File: src/hdl/cpt_pkg.sv
// Shared types and constants of the call profile table.
// Used by cpt_ctrl, cpt_dp and call_profile_table; depends on nothing.
package cpt_pkg;

    localparam int SLOT_INDEX_BITS = 16;
    localparam int SLOT_COUNT      = 1 << SLOT_INDEX_BITS;

    localparam int ADDR_W   = 32;
    localparam int TIME_W   = 64;
    localparam int COUNT_W  = 32;
    localparam int RINDEX_W = 16;
    localparam int OP_W     = 2;

    localparam int IN_DATA_W  = 144;
    localparam int OUT_DATA_W = 168;
    localparam int OUT_USED_W = 1 + 2 * ADDR_W + COUNT_W + TIME_W;

    localparam logic [OP_W-1:0] OP_ENTER = 2'd0;
    localparam logic [OP_W-1:0] OP_EXIT  = 2'd1;
    localparam logic [OP_W-1:0] OP_READ  = 2'd2;

    typedef logic [SLOT_INDEX_BITS-1:0] slot_t;

    typedef struct packed {
        logic [ADDR_W-1:0]  tag;
        logic [ADDR_W-1:0]  caller;
        logic [COUNT_W-1:0] count;
        logic [TIME_W-1:0]  start;
        logic [TIME_W-1:0]  total;
    } row_t;

    typedef enum logic [1:0] {
        ST_CLEAR,
        ST_IDLE,
        ST_EXEC
    } state_t;

    typedef struct packed {
        logic capture;
        logic execute;
        logic load_out;
        logic clear_wr;
    } cmd_t;

    typedef struct packed {
        logic            clear_done;
        logic            out_busy;
        logic [OP_W-1:0] op;
    } stat_t;

endpackage

File: src/hdl/cpt_ctrl.sv
// Controller of the call profile table: clearing pass, capture and execute steps.
// Depends on cpt_pkg; drives the cpt_dp datapath through cmd_t and reads stat_t.
module cpt_ctrl
    import cpt_pkg::*;
(
    input  logic  clk,
    input  logic  rst_n,
    input  logic  s_tvalid,
    output logic  s_tready,
    input  stat_t stat,
    output cmd_t  cmd
);

    state_t state_reg;
    state_t state_next;

    always_ff @(posedge clk or negedge rst_n)
    begin
        if (!rst_n)
        begin
            state_reg <= ST_CLEAR;
        end
        else
        begin
            state_reg <= state_next;
        end
    end

    always_comb
    begin
        state_next = state_reg;
        cmd        = '0;
        s_tready   = 1'b0;
        case (state_reg)
            ST_CLEAR:
            begin
                cmd.clear_wr = 1'b1;
                if (stat.clear_done)
                begin
                    state_next = ST_IDLE;
                end
            end
            ST_IDLE:
            begin
                s_tready    = 1'b1;
                cmd.capture = s_tvalid;
                if (s_tvalid)
                begin
                    state_next = ST_EXEC;
                end
            end
            ST_EXEC:
            begin
                if (stat.op == OP_READ)
                begin
                    if (!stat.out_busy)
                    begin
                        cmd.load_out = 1'b1;
                        state_next   = ST_IDLE;
                    end
                end
                else
                begin
                    cmd.execute = (stat.op == OP_ENTER) || (stat.op == OP_EXIT);
                    state_next  = ST_IDLE;
                end
            end
            default:
            begin
                state_next = ST_CLEAR;
            end
        endcase
    end

    a_capture_to_exec: assert property (@(posedge clk) disable iff (!rst_n)
        cmd.capture |=> (state_reg == ST_EXEC))
        else $error("capture not followed by execute");

    a_load_when_free: assert property (@(posedge clk) disable iff (!rst_n)
        cmd.load_out |-> !stat.out_busy)
        else $error("result loaded over an untaken beat");

    a_write_exclusive: assert property (@(posedge clk) disable iff (!rst_n)
        !(cmd.execute && (cmd.clear_wr || cmd.capture)))
        else $error("update write overlaps clear or capture");

    a_update_one_cycle: assert property (@(posedge clk) disable iff (!rst_n)
        (state_reg == ST_EXEC && stat.op != OP_READ) |=> (state_reg == ST_IDLE))
        else $error("update step did not return to idle");

endmodule

File: config.mk
export PLATFORM = sky130hd
export DESIGN_NAME = cpt_ctrl
export DESIGN_NICKNAME = d
export VERILOG_FILES = /design/src/hdl/cpt_pkg.sv /design/src/hdl/cpt_ctrl.sv
export SDC_FILE = /design/constraint.sdc
export NUM_CORES = 1
export LEC_CHECK = 0
export ABC_AREA = 0
export BUFFER_PORTS_ARGS = -buffer_cell sky130_fd_sc_hd__buf_2
export CORE_AREA = 3 3 40 42
export DETAILED_ROUTE_END_ITERATION = 6
export DIE_AREA = 0 0 43 45
export GPL_TIMING_DRIVEN = 0
export PLACE_DENSITY = 0.36
export SETUP_SLACK_MARGIN = 0.2
export SYNTH_ARGS = -nofsm -noshare
export SYNTH_HDL_FRONTEND = slang
export SYNTH_SLANG_ARGS = --single-unit
File: constraint.sdc
create_clock -name clk -period 2.36 [get_ports clk]
set_input_delay 0.236 -clock clk [delete_from_list [all_inputs] [get_ports clk]]
set_output_delay 0.236 -clock clk [all_outputs]
set_load 0.05 [all_outputs]
Word-level counts from Yosys, hierarchy flattened
Index checks and enable logic that the tools add are counted.
{"block": "classes", "eq_ne": 7, "muxes": 12, "n_reduce_logical": 4}
{"operator": "two-way mux 2 bit", "n": 5}
{"operator": "two-way mux 1 bit", "n": 6}
{"operator": "case mux 2 bit (3 select lines)", "n": 1}
{"operator": "equality test 2 x 1 -> 1 bit (second input constant)", "n": 2}
{"operator": "equality test 2 bit (second input constant)", "n": 2}
{"operator": "zero test 2 bit", "n": 2}
{"operator": "!= test 2 bit (second input constant)", "n": 2}
{"operator": "!= test 3 bit (second input constant)", "n": 1}
{"operator": "AND reduction 3 bit", "n": 1}
{"operator": "logical OR 1 bit", "n": 1}
{"block": "word_totals", "ff_bits": 2, "input_bits": 7, "wordCells": 24}

Longest topological paths before layout
Gate-level depths: netlist of run 1.
{"block": "depth", "word_depth": 4, "ltp_mapped": 2}

Worst setup path after synthesis of run 1
Ideal clock, no wire load.
{"block": "synth_path", "path_kind": "register to output", "from": "register state_reg[0]", "to": "output port cmd[1] (netlist bit)", "arrival_ns": 1.504, "slack_ns": 0.620, "path_stages_with_launch": 3, "path_buffers": 0, "path_cell_list": "dfrtp_1 -> nand2b_1 -> nor4b_2"}
{"item": "start, declared", "line_no": "cpt_ctrl.sv:14", "source": "state_t state_reg;"}
{"item": "start signal, assigned", "line_no": "cpt_ctrl.sv:25", "source": "state_reg <= state_next;"}
{"item": "end, declared", "line_no": "cpt_ctrl.sv:11", "source": "output cmd_t cmd"}

==> flow_summary.toml, run 1 <==
[finish]
nNetsFinal = 39
stdcell_area_um2 = 240
area_delta_synth_final_pct = 79.4
largest_register_ffs = 2
n_antenna_cell = 0
drive_above_1_share = 0.500

[placement]
dpl-instance-area_um2 = 208
portBuffers = 11
dpl.hpwl_um = 320
gp_congestion = 0.753

[floorplanning]
die_x_um = 43
die_area_um2 = 1940
fp.dieH_um = 45
io_pins = 12
core_area_um2 = 1280
rows = 13
start_util = 0.104

[detailed_routing]
drc = 0
wire_per_inst_um = 8.96
dr_total_vias = 170
ant_nets = 0
wl_um = 403
viasPerCell = 3.78
drt_first_pass_iters = 2
drt_iter0_drc = 1

[critical_path]
cp-start-kind = "flop"
crit_type = "flop to output port"
required_ns = 2.12
crit_fanout = 6
critPathArrivalTime_ns = 1.35
worstSetupEndpointType = "output port"
cp_slowest_stage_delay_ns = 0.41
crit_chain = "nand2b_1 -> nor4b_2 -> buf_2"
cp_slowest_cell = "dfrtp_1"

[synth]
synth_area_um2 = 134
ys_ff_latch = 2
synthesis.nets = 22
syn_area_per_cell_um2 = 8.93
synth_warnings = 0
syn_inst = 15
synth_cell_type_count = 12
yosysSeqAreaShare = 0.374

[cts]
cts_tree = "yes"
cts-htree-levels = 1
clkTransAtPathRegs_ns = 0.03
cts_made_buffers = 3
cts_resized = 0
clockBufferDepth = 2
clk_latency_ns = 0.22
cts_root_buffer = "clkbuf_4"
cts.sinks = 2

[pwr]
finalPower_uw = 334
power_density_nw_per_um2 = 1390
pwr-share-seq = 0.209
vdd_drop_max_v = 0.000249
clockPowerShare = 0.227
p_leak_uw = 0.000120
p_sw_uw = 175
power_switching_share = 0.524
intPower_uw = 159
comb_power_share = 0.564

[worst_hold_path]
hold_class = "input port to asynchronous set/reset pin"

[timing]
finalSetupTns_ns = 0
setup_violations = 0
period_share = 0.671
min_period_ns = 1.58
worst_pin_slew_ns = 0.255
max_freq_mhz = 632
rsz0062_at_grt = "false"
timing.final.max_slew_violations = 0
clock_skew_ns = 0.00404
final_hold_viol_count = 0
maxSlewHeadroom = 0.831

[status]
status = "finished clean"

[grt]
antenna_found_initial = 0
grt_use_met1 = 0.0578
grt_use_met3 = 0.0558
grt_busiest_layer = "met2"
gr-usage-met2 = 0.0689
groute.usage.overall = 0.0583
grt_start_max_net_pins = 8
grt_pass1_wl_um = 738
grt_pass1_vias = 175
grt_overflow_total = 0

[flow_run]
cap_violations = 0
==> per-stage QoR <==
stage | worst slack [ns] | hold slack (ns) | util | std cells
after floorplan | 0.620 | -0.0596 | - | 15
after global placement | 1.02 | 0.0210 | 0.162 | 41
after detailed placement | 0.998 | 0.0231 | 0.162 | 41
after CTS | 0.743 | 0.319 | 0.187 | 45
after global routing | 0.655 | 0.343 | 0.187 | 45
final | 0.777 | 0.326 | 0.187 | 45
==> synth_stat cells <==
library cell / count / area share
nor2_1: 3 / 0.084
dfrtp_1: 2 / 0.37
a32o_1: 1 / 0.075
and2b_1: 1 / 0.056
inv_1: 1 / 0.028
nand2_1: 1 / 0.028
nand2b_1: 1 / 0.047
nand3b_1: 1 / 0.056
nor2b_1: 1 / 0.047
nor4b_2: 1 / 0.11
o22ai_1: 1 / 0.047
or2_0: 1 / 0.047
==> area by class of cell <==
cell class / instances / area, um2
clock buffer: 3 / 22.5
fill: 150 / 1040
inverter: 1 / 3.75
multi-input combinational: 12 / 80.1
sequential: 2 / 50.0
tap: 15 / 18.8
timing repair buffer: 12 / 65.1
==> cell families after synthesis <==
| kind of cell | Yosys count | synth area share |
|---|---|---|
| buffers and inverters | 1 | 0.0280 |
| AND/OR/NAND/NOR | 10 | 0.477 |
| flip-flops | 2 | 0.374 |
| AO/OA/AOI/OAI | 2 | 0.122 |
==> power by group through the flow <==
stage / Sequential, uW / Combinational, uW / Clock [uW]
CTS: 69.6 / 191 / 81.3
global placement: 68.5 / 188 / 0
finish: 69.7 / 189 / 75.8
global route: 73.2 / 199 / 85.2
detailed placement: 69.4 / 189 / 0
floorplan: 64.6 / 152 / 0
==> final timing paths <==
kind | cells after the start | slack [ns] | from | to
max in group asynchronous | 2 | 1.94 | rst_n | state_reg[0]
worst min-delay path | 2 | 0.33 | rst_n | state_reg[1]
worst max register to register | 2 | 1.35 | state_reg[0] | state_reg[0]
min in group clk | 3 | 0.33 | s_tvalid | state_reg[1]
worst min register to register | 1 | 0.60 | state_reg[1] | state_reg[1]
worst max-delay path | 3 | 0.78 | state_reg[0] | cmd[1]
==> layout by cell type (no fill, tap or decap) <==
cell type	Yosys	layout
dlygate4sd3_1	0	1
nand2b_1	1	1
nor2_1	3	3
buf_2	0	11
nand3b_1	1	1
nor4b_2	1	1
or2_0	1	1
nor2b_1	1	1
a32o_1	1	1
dfrtp_1	2	2
o22ai_1	1	1
and2b_1	1	1
inv_1	1	1
clkbuf_4	0	3
nand2_1	1	1
==> repair_timing <==
| item | in CTS | in global routing |
|---|---|---|
| hold buffers | 1 | 0 |
| hold endpoints to repair | 2 | 0 |
| buffers inserted | 0 | 0 |
==> worst max-delay path, delay by kind of cell (launching register included) <==
family	cells	cell delay (ns)
DFF	1	0.41
buffers and inverters	1	0.30
and+or+nand+nor	2	0.42
==> metal layers <==
metal | share of wire | up-vias
li1 | - | 84
met1 | 0.47 | 72
met2 | 0.35 | 12
met4 | 0.017 | 0
met5 | 0 | -
met3 | 0.16 | 2
Note: power is estimated with default switching activity, not from simulation.
==> run 2, diff against run 1 <==
--- a/config.mk
+++ b/config.mk
@@ -11,7 +11,7 @@
 export DETAILED_ROUTE_END_ITERATION = 6
 export DIE_AREA = 0 0 43 45
 export GPL_TIMING_DRIVEN = 0
-export PLACE_DENSITY = 0.36
+export PLACE_DENSITY = 0.37
 export SETUP_SLACK_MARGIN = 0.2
 export SYNTH_ARGS = -nofsm -noshare
 export SYNTH_HDL_FRONTEND = slang
==> constraint.sdc (replaced) <==
create_clock -name clk -period 1.43 [get_ports clk]
set_input_delay 0.143 -clock clk [delete_from_list [all_inputs] [get_ports clk]]
set_output_delay 0.143 -clock clk [all_outputs]
set_load 0.05 [all_outputs]
==> run 2 against run 1 <==
Compared with the run above: count of clock-buffer cells in the layout is the same; first-iteration DRC count shrank 100%; power grew 100%; utilization grew 5.6 points; final cell count grew 4.4%; global-route usage grew 0.42 points; die area is the same; via count grew 4.7%; worst setup slack lost 0.70 ns; combinational power grew 130%; sequential cell count is the same; sequential power grew 74%; largest power group unchanged; highest routed layer unchanged.
==> flow_summary.toml, run 2 (synthesis results as in run 1) <==
[timing]
worst_pin_slew_ns = 0.208
setup_violations = 0
maxSlewHeadroom = 0.861
max_freq_mhz = 737
fin_ws_ns = 0.0726
final_hold_viol_count = 0
whs_ns = 0.235
min_period_ns = 1.36
period_share = 0.949
timing.final.max_slew_violations = 0
rsz0062_at_grt = "true"
clock_skew_ns = 0.000710

[detailed_routing]
drt_iter0_drc = 0
wire_per_inst_um = 9.36
dr_total_vias = 178
wl_um = 440
drc = 0
viasPerCell = 3.79
drt_first_pass_iters = 1
ant_nets = 0

[floorplanning]
die_x_um = 43
fp.dieH_um = 45
core_area_um2 = 1280
die_area_um2 = 1940
start_util = 0.104
rows = 13
io_pins = 12

[finish]
final_common_cell = "buf_2"
mostFrequentLayoutCells = "buf_2 (6), clkbuf_4 (3), buf_4 (3), buf_6 (3), nor2_1 (2)"
n_antenna_cell = 0
area_delta_synth_final_pct = 133
drive_above_1_share = 0.625
largest_register_ffs = 2
nNetsFinal = 41

[cts]
clk_latency_ns = 0.22
clockBufferDepth = 2
cts_made_buffers = 3
clkTransAtPathRegs_ns = 0.03
cts_tree = "yes"
cts_root_buffer = "clkbuf_4"
cts.sinks = 2
cts-htree-levels = 1

[grt]
grt_start_max_net_pins = 8
grt_pass1_wl_um = 793
groute.usage.overall = 0.0624
grt_overflow_total = 0
antenna_found_initial = 0
grt_pass1_vias = 209

[critical_path]
r2r-start = "state_reg[0]"
rrSetupSlack_ns = 0.43
worst-r2r-cell-count = 2
crit_type = "flop to output port"
critPathArrivalTime_ns = 1.21
crit_fanout = 5
worstSetupEndpointType = "output port"
rr_endpoint = "state_reg[0]"
required_ns = 1.29
cp-start-kind = "flop"

[pwr]
vdd_drop_max_v = 0.000610
p_leak_uw = 0.000145
power_density_nw_per_um2 = 2180

[placement]
portBuffers = 11
dp_slack_ns = 0.115
gp_congestion = 0.580
dpl.hpwl_um = 327

[status]
status = "finished clean"

[worst_hold_path]
hold_class = "input port to asynchronous set/reset pin"

[flow_run]
cap_violations = 0
==> run 2: changes by cell type in the layout (fill, tap and decap cells not counted), sizes merged <==
cell / delta
buf: +2
==> run 2: how the worst max path moves through the flow <==
stage | start | endpoint | slack (ns) | cells after the start
floorplan | state_reg[0] | cmd[1] | 0.06 | 2
global placement | state_reg[0] | cmd[1] | 0.14 | 3
detailed placement | state_reg[0] | cmd[1] | 0.11 | 3
CTS | state_reg[0] | cmd[1] | 0.04 | 3
global route | state_reg[0] | cmd[1] | -0.0006 | 3
finish | state_reg[0] | cmd[1] | 0.07 | 3
==> run 2: where the power goes <==
part | leakage (uW) | internal (uW) | switching (uW)
registers | 0.0000234 | 83.2 | 37.5
logic | 0.000108 | 185 | 250
clock network | 0.0000138 | 92.5 | 31.6
total | 0.000145 | 361 | 319
==> run 2: through the flow <==
step,power (uW),TNS [ns],cells,utilization,area (um2)
6_report,680,0,47,0.242,312
5_1_grt,723,-0.000558,47,0.242,312
4_1_cts,617,0,46,0.217,279
3_5_place_dp,436,0,41,0.170,219
3_3_place_gp,433,0,41,0.170,219
2_1_floorplan,363,0,15,-,145
==> run 2: layer usage <==
layer,global-route usage,wire length (um),vias to the layer above
met5,0,0,-
met4,0.127,19,0
met3,0.00398,53,2
met2,0.0838,204,12
met1,0.0602,162,77
li1,-,-,87
==> run 2: timing repair <==
item / 4_1_cts / 5_1_grt
cloned: 0 / 0
resized for setup: 6 / 11
hold buffers: 1 / 0
pin swaps: 0 / 1
setup buffers: 1 / 1
setup endpoints to repair: 3 / 5
hold endpoints to repair: 2 / 0
==> run 2: final cells by class <==
class	instances	area [um2]
clock buffer	3	22.5
multi-input combinational	12	104
fill	140	973
timing repair buffer	14	111
sequential	2	51.3
tap	15	18.8
inverter	1	3.75
==> run 2: critical path: stages (launching register included) <==
cell and delay [ns]:
dfrtp_1 0.40, nand2b_4 0.17, nor4b_4 0.22, buf_6 0.19
==> run 3, diff against run 2 <==
--- a/config.mk
+++ b/config.mk
@@ -11,7 +11,7 @@
 export DETAILED_ROUTE_END_ITERATION = 6
 export DIE_AREA = 0 0 43 45
 export GPL_TIMING_DRIVEN = 0
-export PLACE_DENSITY = 0.37
+export PLACE_DENSITY = 0.36
 export SETUP_SLACK_MARGIN = 0.2
 export SYNTH_ARGS = -nofsm -noshare
 export SYNTH_HDL_FRONTEND = slang
==> constraint.sdc (replaced) <==
create_clock -name clk -period 1.25 [get_ports clk]
set_input_delay 0.125 -clock clk [delete_from_list [all_inputs] [get_ports clk]]
set_output_delay 0.125 -clock clk [all_outputs]
set_load 0.05 [all_outputs]
==> run 3 against run 2 <==
Compared with the run above: the flow now finishes with violations (setup timing); power increased by 33%; non-clock buffer count rose by 4; combinational power is 46% higher; critical path depth unchanged; sequential share of layout area down 1.9 points; largest power group unchanged.
==> flow_summary.toml, run 3 (synthesis results as in run 1) <==
[finish]
drive_above_1_share = 0.694
mostFrequentLayoutCells = "buf_2 (6), buf_4 (6), buf_6 (4)"
finalNonFillerCells = 51
area_delta_synth_final_pct = 164
nNetsFinal = 45
n_antenna_cell = 0
fillers = 135
largest_register_ffs = 2

[placement]
dpl.hpwl_um = 306
gp_congestion = 0.698
dpl.cell_count = 41
portBuffers = 11

[detailed_routing]
drt_first_pass_iters = 1
ant_nets = 0
viasPerCell = 3.80
wire_per_inst_um = 9.20
drc = 0
drt_iter0_drc = 0
wl_um = 469
dr_total_vias = 194

[flow_run]
cap_violations = 0

[cts]
clk_latency_ns = 0.22
cts_made_buffers = 3
clkTransAtPathRegs_ns = 0.03
clockBufferDepth = 2
cts.sinks = 2
cts_tree = "yes"
cts-htree-levels = 1
cts_root_buffer = "clkbuf_4"

[pwr]
power_density_nw_per_um2 = 2560
p_leak_uw = 0.000171
vdd_drop_max_v = 0.000823

[critical_path]
r2r-start = "state_reg[0]"
cp_slowest_cell = "dfrtp_1"
crit_type = "flop to output port"
crit_fanout = 3
critPathArrivalTime_ns = 1.18
worstSetupEndpointType = "output port"
cp_slowest_stage_delay_ns = 0.37
worst-r2r-cell-count = 4
rrSetupSlack_ns = 0.07
rr_endpoint = "state_reg[0]"
crit_chain = "nand2b_4 -> nor4b_4 -> buf_6"
required_ns = 1.12
cp-start-kind = "flop"

[floorplanning]
core_area_um2 = 1280
die_area_um2 = 1940
io_pins = 12
die_x_um = 43
start_util = 0.104
fp.dieH_um = 45
rows = 13

[timing]
maxSlewHeadroom = 0.857
clock_skew_ns = 0.00189
final_hold_viol_count = 0
setup_violations = 3
fin_ws_ns = -0.0542
period_share = 1.04
max_freq_mhz = 767
timing.final.max_slew_violations = 0
whs_ns = 0.216
min_period_ns = 1.30
worst_pin_slew_ns = 0.214
rsz0062_at_grt = "true"

[status]
violations = "setup timing"
status = "finished with violations"

[grt]
groute.usage.overall = 0.0624
grt_overflow_total = 0
grt_pass1_wl_um = 828
grt_start_max_net_pins = 6
grt_pass1_vias = 211
antenna_found_initial = 0

[worst_hold_path]
hold_class = "input port to asynchronous set/reset pin"
run 3: changes by cell type in the layout (fill, tap and decap cells not counted), sizes merged:
cell,change
buf,+4
run 3: how the worst max path moves through the flow:
| stage | to | from | slack [ns] | cells past startpoint |
|---|---|---|---|---|
| floorplan | cmd[1] | state_reg[0] | -0.1 | 2 |
| global placement | cmd[1] | state_reg[0] | 0.0004 | 3 |
| detailed placement | cmd[1] | state_reg[0] | -0.001 | 3 |
| CTS | cmd[1] | state_reg[0] | -0.04 | 3 |
| global route | cmd[1] | state_reg[0] | -0.13 | 3 |
| finish | cmd[1] | state_reg[0] | -0.05 | 3 |
run 3: critical path: cells and delay by family (launching register included):
kind / cells / cell delay, ns
buffers and inverters: 1 / 0.19
DFF: 1 / 0.37
and+or+nand+nor: 2 / 0.39
run 3: power breakdown:
group | internal (uW) | leakage [uW] | switching [uW]
clock | 106 | 0.0000138 | 34.7
combinational | 307 | 0.000134 | 326
sequential | 95.1 | 0.0000234 | 35.0
run 3: layout make-up:
type,count,area [um2],area share
Timing Repair Buffer,18,145,0.411
Sequential cell,2,51.3,0.145
Inverter,1,3.75,0.0106
Clock buffer,3,22.5,0.0638
Tap cell,15,18.8,0.0532
Multi-Input combinational cell,12,111,0.316
run 3: through the flow:
step | cell area (um2) | total power (uW) | setup slack (ns) | TNS, ns | util
6_report | 353 | 904 | -0.0542 | -0.0957 | 0.275
5_1_grt | 353 | 964 | -0.131 | -0.305 | 0.275
4_1_cts | 349 | 896 | -0.0431 | -0.0793 | 0.272
3_5_place_dp | 226 | 520 | -0.00116 | -0.00116 | 0.176
3_3_place_gp | 226 | 520 | 0.000368 | 0 | 0.176
2_1_floorplan | 153 | 437 | -0.0984 | -0.131 | -
run 3: what timing repair did:
| action | 4_1_cts | 5_1_grt |
|---|---|---|
| pin swaps | 2 | 0 |
| endpoints found under the hold margin | 2 | 0 |
| setup buffers | 6 | 0 |
| gates resized for setup | 14 | 1 |
| endpoints found under the setup margin | 5 | 6 |
| hold buffers | 1 | 0 |
run 3: per-layer routing:
metal / GRT usage / part of all wire / wire [um] / vias to the layer above
met5: 0 / 0 / 0 / -
met4: 0.0723 / 0 / 0 / 0
met3: 0.0279 / 0.090 / 42 / 0
met2: 0.0958 / 0.52 / 246 / 9
met1: 0.0578 / 0.38 / 180 / 89
li1: - / - / - / 96
